==> src/sv/mab_pkg.sv <==
`timescale 1ns / 1ps
package mab_pkg;

  // Field widths and fixed values of the sample path
  localparam int SAMPLE_W        = 12;
  localparam int SAMPLE_MAX      = 4095;
  localparam int MIDSCALE        = 2048;
  localparam int DEF_RING_DEPTH  = 32;
  localparam int WLEN_W          = 6;
  localparam int CFG_IDX_W       = 2;
  localparam int CFG_DATA_W      = 12;

  // Register indexes of the configuration port
  localparam logic [CFG_IDX_W-1:0] CFG_WINDOW_LENGTH = 2'd0;
  localparam logic [CFG_IDX_W-1:0] CFG_BIPOLAR_MODE  = 2'd1;
  localparam logic [CFG_IDX_W-1:0] CFG_BRACKET_WIDTH = 2'd2;

  // Sequencer states
  typedef enum logic [1:0] {
    ST_IDLE,
    ST_UPDATE,
    ST_DIVIDE,
    ST_DELIVER
  } st_t;

  // Divider control and status
  typedef struct packed {
    logic start;
  } div_ctrl_t;

  typedef struct packed {
    logic busy;
    logic done;
  } div_stat_t;

endpackage

==> src/sv/mab_serial_div.sv <==
`timescale 1ns / 1ps
module mab_serial_div import mab_pkg::*; #(
  parameter int DVD_W = 17,
  parameter int DVS_W = 6
) (
  input  logic             clk,
  input  logic             rst_n,
  input  div_ctrl_t        ctrl,
  input  logic [DVD_W-1:0] dividend,
  input  logic [DVS_W-1:0] divisor,
  output div_stat_t        stat,
  output logic [DVD_W-1:0] quotient
);

  localparam int CNT_W = $clog2(DVD_W + 1);

  logic [DVD_W-1:0] dvd_r, dvd_nxt;
  logic [DVS_W-1:0] rem_r, rem_nxt;
  logic [DVS_W-1:0] dvs_r;
  logic [CNT_W-1:0] cnt_r, cnt_nxt;
  logic             busy_r, busy_nxt;
  logic             done_r, done_nxt;
  logic [DVS_W:0]   shifted;
  logic [DVS_W+1:0] trial;

  // One restoring step per cycle: dividend bits shift out at the top,
  // quotient bits shift in at the bottom of the same register
  always_comb begin
    shifted  = {rem_r, dvd_r[DVD_W-1]};
    trial    = {1'b0, shifted} - {2'b00, dvs_r};
    dvd_nxt  = dvd_r;
    rem_nxt  = rem_r;
    cnt_nxt  = cnt_r;
    busy_nxt = busy_r;
    done_nxt = 1'b0;
    if (ctrl.start) begin
      dvd_nxt  = dividend;
      rem_nxt  = '0;
      cnt_nxt  = CNT_W'(DVD_W);
      busy_nxt = 1'b1;
    end else if (busy_r) begin
      if (!trial[DVS_W+1]) begin
        rem_nxt = trial[DVS_W-1:0];
        dvd_nxt = {dvd_r[DVD_W-2:0], 1'b1};
      end else begin
        rem_nxt = shifted[DVS_W-1:0];
        dvd_nxt = {dvd_r[DVD_W-2:0], 1'b0};
      end
      cnt_nxt = cnt_r - CNT_W'(1);
      if (cnt_r == CNT_W'(1)) begin
        busy_nxt = 1'b0;
        done_nxt = 1'b1;
      end
    end
  end

  // Control state
  always_ff @(posedge clk) begin
    if (!rst_n) begin
      busy_r <= 1'b0;
      done_r <= 1'b0;
      cnt_r  <= '0;
    end else begin
      busy_r <= busy_nxt;
      done_r <= done_nxt;
      cnt_r  <= cnt_nxt;
    end
  end

  // Datapath
  always_ff @(posedge clk) begin
    dvd_r <= dvd_nxt;
    rem_r <= rem_nxt;
    if (ctrl.start) begin
      dvs_r <= divisor;
    end
  end

  assign stat.busy = busy_r;
  assign stat.done = done_r;
  assign quotient  = dvd_r;

endmodule

==> src/sv/moving_average_with_bracket.sv <==
`timescale 1ns / 1ps
// Channel   Dir  Handshake          Payload
// in_       in   in_valid/in_stall  in_sample_in[11:0]
// out_      out  out_valid/out_stall out_average_out[11:0], out_held_out[11:0]
// cfg_      in   cfg_we             cfg_index[1:0], cfg_data[11:0]
//
// A word's result reaches the output register after the sum update, SUM_W
// divider steps, the divider's done flag and the load of the output; the next
// word is taken once the sequencer has returned to idle, so no word is taken
// while the one before it is still in work.
// Reset is synchronous; the ring preset is done by clearing per-entry valid
// flags at once, so no clearing pass follows reset or a config write.
// in_stall is high while a word is in work; the next word is taken while a
// result still waits in the output register, then holds in the deliver step.
module moving_average_with_bracket import mab_pkg::*; #(
  parameter int RING_DEPTH = DEF_RING_DEPTH
) (
  input  logic                  clk,
  input  logic                  rst_n,
  input  logic                  in_valid,
  output logic                  in_stall,
  input  logic [SAMPLE_W-1:0]   in_sample_in,
  output logic                  out_valid,
  input  logic                  out_stall,
  output logic [SAMPLE_W-1:0]   out_average_out,
  output logic [SAMPLE_W-1:0]   out_held_out,
  input  logic                  cfg_we,
  input  logic [CFG_IDX_W-1:0]  cfg_index,
  input  logic [CFG_DATA_W-1:0] cfg_data
);

  localparam int POS_W = (RING_DEPTH > 1) ? $clog2(RING_DEPTH) : 1;
  localparam int LEN_W = $clog2(RING_DEPTH + 1);
  localparam int SUM_W = SAMPLE_W + $clog2(RING_DEPTH);
  localparam int ARI_W = SAMPLE_W + 2;
  localparam int MID_SH = $clog2(MIDSCALE);

  st_t state_r, state_nxt;

  logic [WLEN_W-1:0]   wlen_r, wlen_nxt;
  logic                bip_r, bip_nxt;
  logic [SAMPLE_W-1:0] bw_r, bw_nxt;
  logic                preset;

  logic [SAMPLE_W-1:0] ring_mem [RING_DEPTH];
  logic [RING_DEPTH-1:0] vld_r;
  logic [SAMPLE_W-1:0] rd_r;
  logic [SAMPLE_W-1:0] smp_r;
  logic [POS_W-1:0]    pos_r, pos_nxt;
  logic [SUM_W-1:0]    sum_r, sum_nxt;
  logic [SAMPLE_W-1:0] held_r;

  logic                out_valid_r;
  logic [SAMPLE_W-1:0] avg_out_r, held_out_r;

  logic [LEN_W-1:0]    eff_len, eff_len_new;
  logic [SAMPLE_W-1:0] pre_val, pre_val_new;
  logic [SAMPLE_W-1:0] old_smp;
  logic [POS_W:0]      pos_inc;

  div_ctrl_t           div_ctrl;
  div_stat_t           div_st;
  logic [SUM_W-1:0]    quo;

  logic                accept, load_out, do_update;
  logic [SAMPLE_W-1:0] avg;
  logic signed [ARI_W-1:0] a_s, h_s, b_s, d_s, hn_s;
  logic [SAMPLE_W-1:0] held_new;

  // Window length clamped to 1..RING_DEPTH
  function automatic logic [LEN_W-1:0] clamp_len(input logic [WLEN_W-1:0] wl);
    logic [LEN_W-1:0] r;
    if (wl == '0) begin
      r = LEN_W'(1);
    end else if (int'(wl) > RING_DEPTH) begin
      r = LEN_W'(RING_DEPTH);
    end else begin
      r = LEN_W'(wl);
    end
    return r;
  endfunction

  // Config decode; an index beyond the list changes nothing
  always_comb begin
    wlen_nxt = wlen_r;
    bip_nxt  = bip_r;
    bw_nxt   = bw_r;
    preset   = 1'b0;
    if (cfg_we) begin
      unique case (cfg_index)
        CFG_WINDOW_LENGTH: begin
          wlen_nxt = cfg_data[WLEN_W-1:0];
          preset   = 1'b1;
        end
        CFG_BIPOLAR_MODE: begin
          bip_nxt = cfg_data[0];
          preset  = 1'b1;
        end
        CFG_BRACKET_WIDTH: begin
          bw_nxt = cfg_data;
          preset = 1'b1;
        end
        default: begin
          preset = 1'b0;
        end
      endcase
    end
  end

  assign eff_len     = clamp_len(wlen_r);
  assign eff_len_new = clamp_len(wlen_nxt);
  assign pre_val     = bip_r ? SAMPLE_W'(MIDSCALE) : '0;
  assign pre_val_new = bip_nxt ? SAMPLE_W'(MIDSCALE) : '0;

  // Next state
  always_comb begin
    state_nxt = state_r;
    unique case (state_r)
      ST_IDLE:    if (in_valid) state_nxt = ST_UPDATE;
      ST_UPDATE:  state_nxt = ST_DIVIDE;
      ST_DIVIDE:  if (div_st.done) state_nxt = ST_DELIVER;
      ST_DELIVER: if (!out_valid_r || !out_stall) state_nxt = ST_IDLE;
      default:    state_nxt = ST_IDLE;
    endcase
  end

  // State machine outputs
  always_comb begin
    in_stall       = 1'b1;
    do_update      = 1'b0;
    load_out       = 1'b0;
    div_ctrl.start = 1'b0;
    unique case (state_r)
      ST_IDLE:    in_stall = 1'b0;
      ST_UPDATE: begin
        do_update      = 1'b1;
        div_ctrl.start = 1'b1;
      end
      ST_DIVIDE:  in_stall = 1'b1;
      ST_DELIVER: load_out = !out_valid_r || !out_stall;
      default:    in_stall = 1'b1;
    endcase
  end

  assign accept = in_valid && !in_stall;

  // Sum update and ring position advance
  always_comb begin
    old_smp = vld_r[pos_r] ? rd_r : pre_val;
    sum_nxt = sum_r - SUM_W'(old_smp) + SUM_W'(smp_r);
    pos_inc = {1'b0, pos_r} + (POS_W+1)'(1);
    if (LEN_W'(pos_inc) >= eff_len) begin
      pos_nxt = '0;
    end else begin
      pos_nxt = pos_inc[POS_W-1:0];
    end
  end

  mab_serial_div #(
    .DVD_W (SUM_W),
    .DVS_W (LEN_W)
  ) u_div (
    .clk      (clk),
    .rst_n    (rst_n),
    .ctrl     (div_ctrl),
    .dividend (sum_nxt),
    .divisor  (eff_len),
    .stat     (div_st),
    .quotient (quo)
  );

  // Clamp the average and apply the dead band
  always_comb begin
    if (|quo[SUM_W-1:SAMPLE_W]) begin
      avg = SAMPLE_W'(SAMPLE_MAX);
    end else begin
      avg = quo[SAMPLE_W-1:0];
    end
    a_s = signed'({2'b00, avg});
    h_s = signed'({2'b00, held_r});
    b_s = signed'({2'b00, bw_r});
    d_s = a_s - h_s;
    if (d_s > b_s) begin
      hn_s = a_s - b_s;
    end else if (d_s < -b_s) begin
      hn_s = a_s + b_s;
    end else begin
      hn_s = h_s;
    end
    if (hn_s < 0) begin
      held_new = '0;
    end else if (hn_s > ARI_W'(SAMPLE_MAX)) begin
      held_new = SAMPLE_W'(SAMPLE_MAX);
    end else begin
      held_new = hn_s[SAMPLE_W-1:0];
    end
  end

  // Control state, config and block state
  always_ff @(posedge clk) begin
    if (!rst_n) begin
      state_r     <= ST_IDLE;
      wlen_r      <= WLEN_W'(DEF_RING_DEPTH);
      bip_r       <= 1'b0;
      bw_r        <= '0;
      vld_r       <= '0;
      pos_r       <= '0;
      sum_r       <= SUM_W'(clamp_len(WLEN_W'(DEF_RING_DEPTH))) * SUM_W'(0);
      held_r      <= '0;
      out_valid_r <= 1'b0;
    end else begin
      state_r <= state_nxt;
      wlen_r  <= wlen_nxt;
      bip_r   <= bip_nxt;
      bw_r    <= bw_nxt;
      if (preset) begin
        vld_r  <= '0;
        pos_r  <= '0;
        sum_r  <= bip_nxt ? (SUM_W'(eff_len_new) << MID_SH) : '0;
        held_r <= pre_val_new;
      end else begin
        if (do_update) begin
          vld_r[pos_r] <= 1'b1;
          pos_r        <= pos_nxt;
          sum_r        <= sum_nxt;
        end
        if (load_out) begin
          held_r <= held_new;
        end
      end
      if (load_out) begin
        out_valid_r <= 1'b1;
      end else if (!out_stall) begin
        out_valid_r <= 1'b0;
      end
    end
  end

  // Ring memory: read on accept, write during the update
  always_ff @(posedge clk) begin
    if (accept) begin
      rd_r  <= ring_mem[pos_r];
      smp_r <= in_sample_in;
    end
    if (do_update) begin
      ring_mem[pos_r] <= smp_r;
    end
  end

  // Output register
  always_ff @(posedge clk) begin
    if (load_out) begin
      avg_out_r  <= avg;
      held_out_r <= held_new;
    end
  end

  assign out_valid       = out_valid_r;
  assign out_average_out = avg_out_r;
  assign out_held_out    = held_out_r;

  // Checks
  a_out_from_deliver: assert property (@(posedge clk) disable iff (!rst_n)
    $rose(out_valid_r) |-> $past(state_r == ST_DELIVER))
    else $error("result word raised outside the deliver step");

  a_pos_in_window: assert property (@(posedge clk) disable iff (!rst_n)
    (LEN_W'(pos_r) < eff_len))
    else $error("ring position outside the window");

  a_div_done_in_divide: assert property (@(posedge clk) disable iff (!rst_n)
    div_st.done |-> (state_r == ST_DIVIDE))
    else $error("divider finished outside the divide step");

  a_no_start_while_busy: assert property (@(posedge clk) disable iff (!rst_n)
    div_ctrl.start |-> !div_st.busy)
    else $error("divider restarted while busy");

endmodule
==> config.mk <==
export PLATFORM = sky130hd
export DESIGN_NAME = moving_average_with_bracket
export DESIGN_NICKNAME = d
export VERILOG_FILES = /design/src/sv/mab_pkg.sv /design/src/sv/mab_serial_div.sv /design/src/sv/moving_average_with_bracket.sv
export SDC_FILE = /design/constraint.sdc
export NUM_CORES = 1
export LEC_CHECK = 0
export BUFFER_PORTS_ARGS = -buffer_cell sky130_fd_sc_hd__buf_2
export CAP_MARGIN = 15
export CORE_MARGIN = 5
export CORE_UTILIZATION = 48
export CTS_BUF_LIST = sky130_fd_sc_hd__clkbuf_8
export CTS_CLUSTER_DIAMETER = 150
export CTS_CLUSTER_SIZE = 30
export DETAILED_ROUTE_END_ITERATION = 8
export PLACE_DENSITY_LB_ADDON = 0.2
export SKIP_LAST_GASP = 1
export SLEW_MARGIN = 20
export SYNTH_ARGS = -nofsm -noshare
export SYNTH_HDL_FRONTEND = slang
export SYNTH_SLANG_ARGS = --single-unit
==> constraint.sdc <==
create_clock -name clk -period 4.78 [get_ports clk]
set_input_delay 1.434 -clock clk [delete_from_list [all_inputs] [get_ports clk]]
set_output_delay 1.434 -clock clk [all_outputs]
set_load 0.02 [all_outputs]
==> reports/results.tsv <==
stage	metric	value	unit
place	Place WS	-0.204	ns
place	Port Buffers	56	
run_status	status	finished, violations left	
global_routing	first-pass GRT wire length	96300	um
critical_path	Startpoint Class	flip-flop	
global_routing	grt ovf	0	
place	DP Cell Count	2632	
sta	Worst-Margin Slew	0.855	ns
pwr	Leak	9.95	nW
route	ANT nets after route	0	
sta	FMAX	201	MHz
pwr	power per cell area	436	mW/mm2
run	max_cap viols	0	
final_layout	layout cell share with drive strength beyond 1	0.244	
floorplan	Initial Util	0.484	
critical_path	Worst EP required	5.32	ns
route	DR DRC count	0	
min_path	HP Start	sum_r[8]	
clock_network	clock root buffer master	clkbuf_8	
sta	max_slew headroom	0.427	
final_layout	commonest non-fill, non-tap cell in the layout	edfxtp_1	
floorplan	cell row count	84	
floorplan	Core Area	0.0524	mm2
critical_path	CP Max Fanout	3	
critical_path	R2R cell count	20	
final_layout	post-layout util	0.550	
critical_path	reg2reg setup slack	-0.21	ns
synthesis	cell taking the most area after synthesis	edfxtp_1	
synthesis	FF+latch count, synth	556	
min_path	worst min path class	flip-flop to flip-flop	
clock_network	CTS tree	done	
sta	fin. max-slew vios	0	
place	Final GP Congestion	0.945	
route	Routed wire per std cell	23.7	um
critical_path	crit end category	flip-flop	
clock_network	clk sinks	556	
global_routing	pin count of the biggest net entering global routing	54	
clock_network	Worst-path clk slew	0.18	ns
synthesis	Syn Inst Count	1799	
run_status	failing checks	setup timing	
synthesis	EDFF count, synth	455	
sta	final setup TNS	-1.09	ns
final_layout	Antenna diodes	0	
route	DRT Wirelength	64000	um
clock_network	total CTS buffers	22	
floorplan	die width	240	um
route	Vias/cell	5.77	
sta	Worst Skew	0.0279	ns
synthesis	top-area cell type share of the netlist area	0.538	
final_layout	most frequent cells in the layout	455 x edfxtp_1, 164 x nor2_1, 155 x buf_4, 141 x inv_1, 104 x mux4_2	
synthesis	Mapped Avg Cell Area	14.1	um2
synthesis	synth unique cells	84	
route	DRT iter0 DRCs	1323	
floorplan	die extent in y	240	um
synthesis	synth top area cells	edfxtp_1 54%, mux4_2 9.2%, dfxtp_1 8.0%	
place	DP HPWL	44500	um
sta	Final Cycle Share	1.04	
synthesis	Synthesized Nets	1950	
global_routing	number of antenna violations at the first check in global routing	0	
route	vias	15600	
clock_network	Clock Tree Buf Depth	3	
sta	Tmin final	4.99	ns
final_layout	FILL cells	4283	
critical_path	Largest stage delay, worst path	0.58	ns
global_routing	vias in the first global route	15400	
synthesis	Synth Cell Area	0.0254	mm2
clock_network	Clock Latency Late Sink	0.65	ns
critical_path	crit-path cells	or4_4 -> nor2_4 -> nand2_2 -> ha_4 -> nor2b_4 -> o31a_1 -> o21a_1 -> nor2_2 -> o21bai_1 -> a21oi_1 -> xnor2_1 -> ha_1 -> o2111a_1 -> o31ai_2 -> o21a_1 -> o21a_1 -> o31a_1 -> and4_1 -> or4_4 -> o21a_1	
critical_path	most used cell, CP	o21a_1	
critical_path	critical path's slowest cell	or4_4	
floorplan	io pins	57	
sta	Hold Vio Cnt, Final	0	
route	Pre-antenna DRT Iters	5	
synthesis	Ys Warns	0	
min_path	worst hold stages	2	
sta	RSZ-0062 raised after global routing	yes	
critical_path	WP data arrival	5.53	ns
final_layout	P&R area growth vs syn	13.6	%
final_layout	Layout Nets	2143	
critical_path	worst flop-to-flop path startpoint	u_div.quotient[13]	
clock_network	Post-CTS Hold Buffers	0	
global_routing	total track usage	0.219	
critical_path	FF-to-FF End	held_r[6]	
synthesis	Async SR Flop Fraction	0	
sta	Worst Setup Slack, final	-0.206	ns
sta	final setup violation count	14	
synthesis	Seq/Total Area, Yosys	0.618	
clock_network	H-tree levels	1	
synthesis	Most used DFF post-synth	edfxtp_1	
floorplan	full die area	0.0576	mm2
pwr	maximum vdd drop	0.282	mV
final_layout	fin cells	2696	
critical_path	CP Class	flip-flop to flip-flop	
min_path	Hold Path End	sum_r[8]	
-- final cells by class --
type | count | area [um2] | area share
Multi-Input combinational cell | 1050 | 9700 | 0.336
Clock buffer | 23 | 317 | 0.0110
Inverter | 128 | 483 | 0.0167
Clock inverter | 17 | 73.8 | 0.00256
Tap cell | 688 | 861 | 0.0298
Sequential cell | 556 | 15700 | 0.544
Timing Repair Buffer | 234 | 1730 | 0.0600
-- through the flow --
step	hold slack [ns]	power, mW	cell area (um2)
2_1_floorplan	0.435	8.83	25500
3_3_place_gp	0.444	10.2	27500
3_5_place_dp	0.448	10.3	27500
4_1_cts	0.482	12.2	28100
5_1_grt	0.499	13.3	28900
6_report	0.479	12.6	28900
-- cell usage after synthesis, types with 10 or more instances --
cell type and number:
nand2_1 92, edfxtp_1 455, nand3_1 19, nand4_1 18
xor2_1 11, xnor2_1 34, a21oi_1 53, and2_1 17
inv_1 127, o31ai_1 10, o21a_1 24, clkbuf_1 51
mux2i_1 23, nand2b_1 13, o211ai_1 10, dfxtp_1 101
o21ai_0 48, a22oi_1 57, nor2_1 172, a211oi_1 11
ha_1 104, buf_1 11, fa_1 16, mux4_2 104
nor3_1 28, nor2b_1 36
-- registers in the layout (all words and copies together), names as in the netlist, 6 cells and up --
register         cells
out_held_out        12
sum_r               17
bw_r                12
u_div.rem_r          6
out_average_out     12
wlen_r               6
held_r              12
u_div.dvs_r          6
smp_r               12
u_div.quotient      17
ring_mem           384
rd_r                12
vld_r               32
-- worst max-delay path, delay by kind of cell (launching register included) --
family / cells / cell delay [ns]
compound gates: 10 / 1.94
simple gates: 7 / 1.86
fa+ha+maj: 2 / 0.52
xor+xnor: 1 / 0.12
flops: 1 / 0.42
-- kinds of logic after synthesis --
family / count (synthesis) / synth area share
DFF: 556 / 0.618
and+or+nand+nor: 456 / 0.0879
AOI/OAI and AO/OA: 293 / 0.0808
buffers and inverters: 193 / 0.0287
muxes: 135 / 0.105
adders and majority gates: 120 / 0.0639
xor gates and xnor gates: 46 / 0.0162
-- power by group --
part / switching [mW] / total [mW] / internal (mW) / leakage [nW]
clock: 1.36 / 1.83 / 0.463 / 0.254
sequential: 0.187 / 5.98 / 5.80 / 4.92
combinational: 2.70 / 4.78 / 2.08 / 4.78
-- how the worst max path moves through the flow --
stage,startpoint,to,depth (start not counted)
after detailed placement,u_div.quotient[13],out_held_out[0],19
after global placement,u_div.quotient[13],held_r[6],20
after floorplan,u_div.quotient[13],held_r[6],20
final,u_div.quotient[13],held_r[6],20
after global routing,u_div.quotient[13],held_r[6],21
after CTS,u_div.quotient[15],held_r[6],19
-- per-layer routing --
metal | share of wire | track usage
met1 | 0.44 | 0.312
met2 | 0.49 | 0.373
met3 | 0.044 | 0.0187
met4 | 0.026 | 0.0469
met5 | 0 | 0
-- what timing repair did --
action                                 CTS  global route
cloned                                   0             0
pin swaps                               21            55
gates resized for setup                 31           101
endpoints found under the hold margin    0             0
setup buffers                            5            21
setup endpoints to repair               22            33
Note: power is estimated with default switching activity, not from simulation.
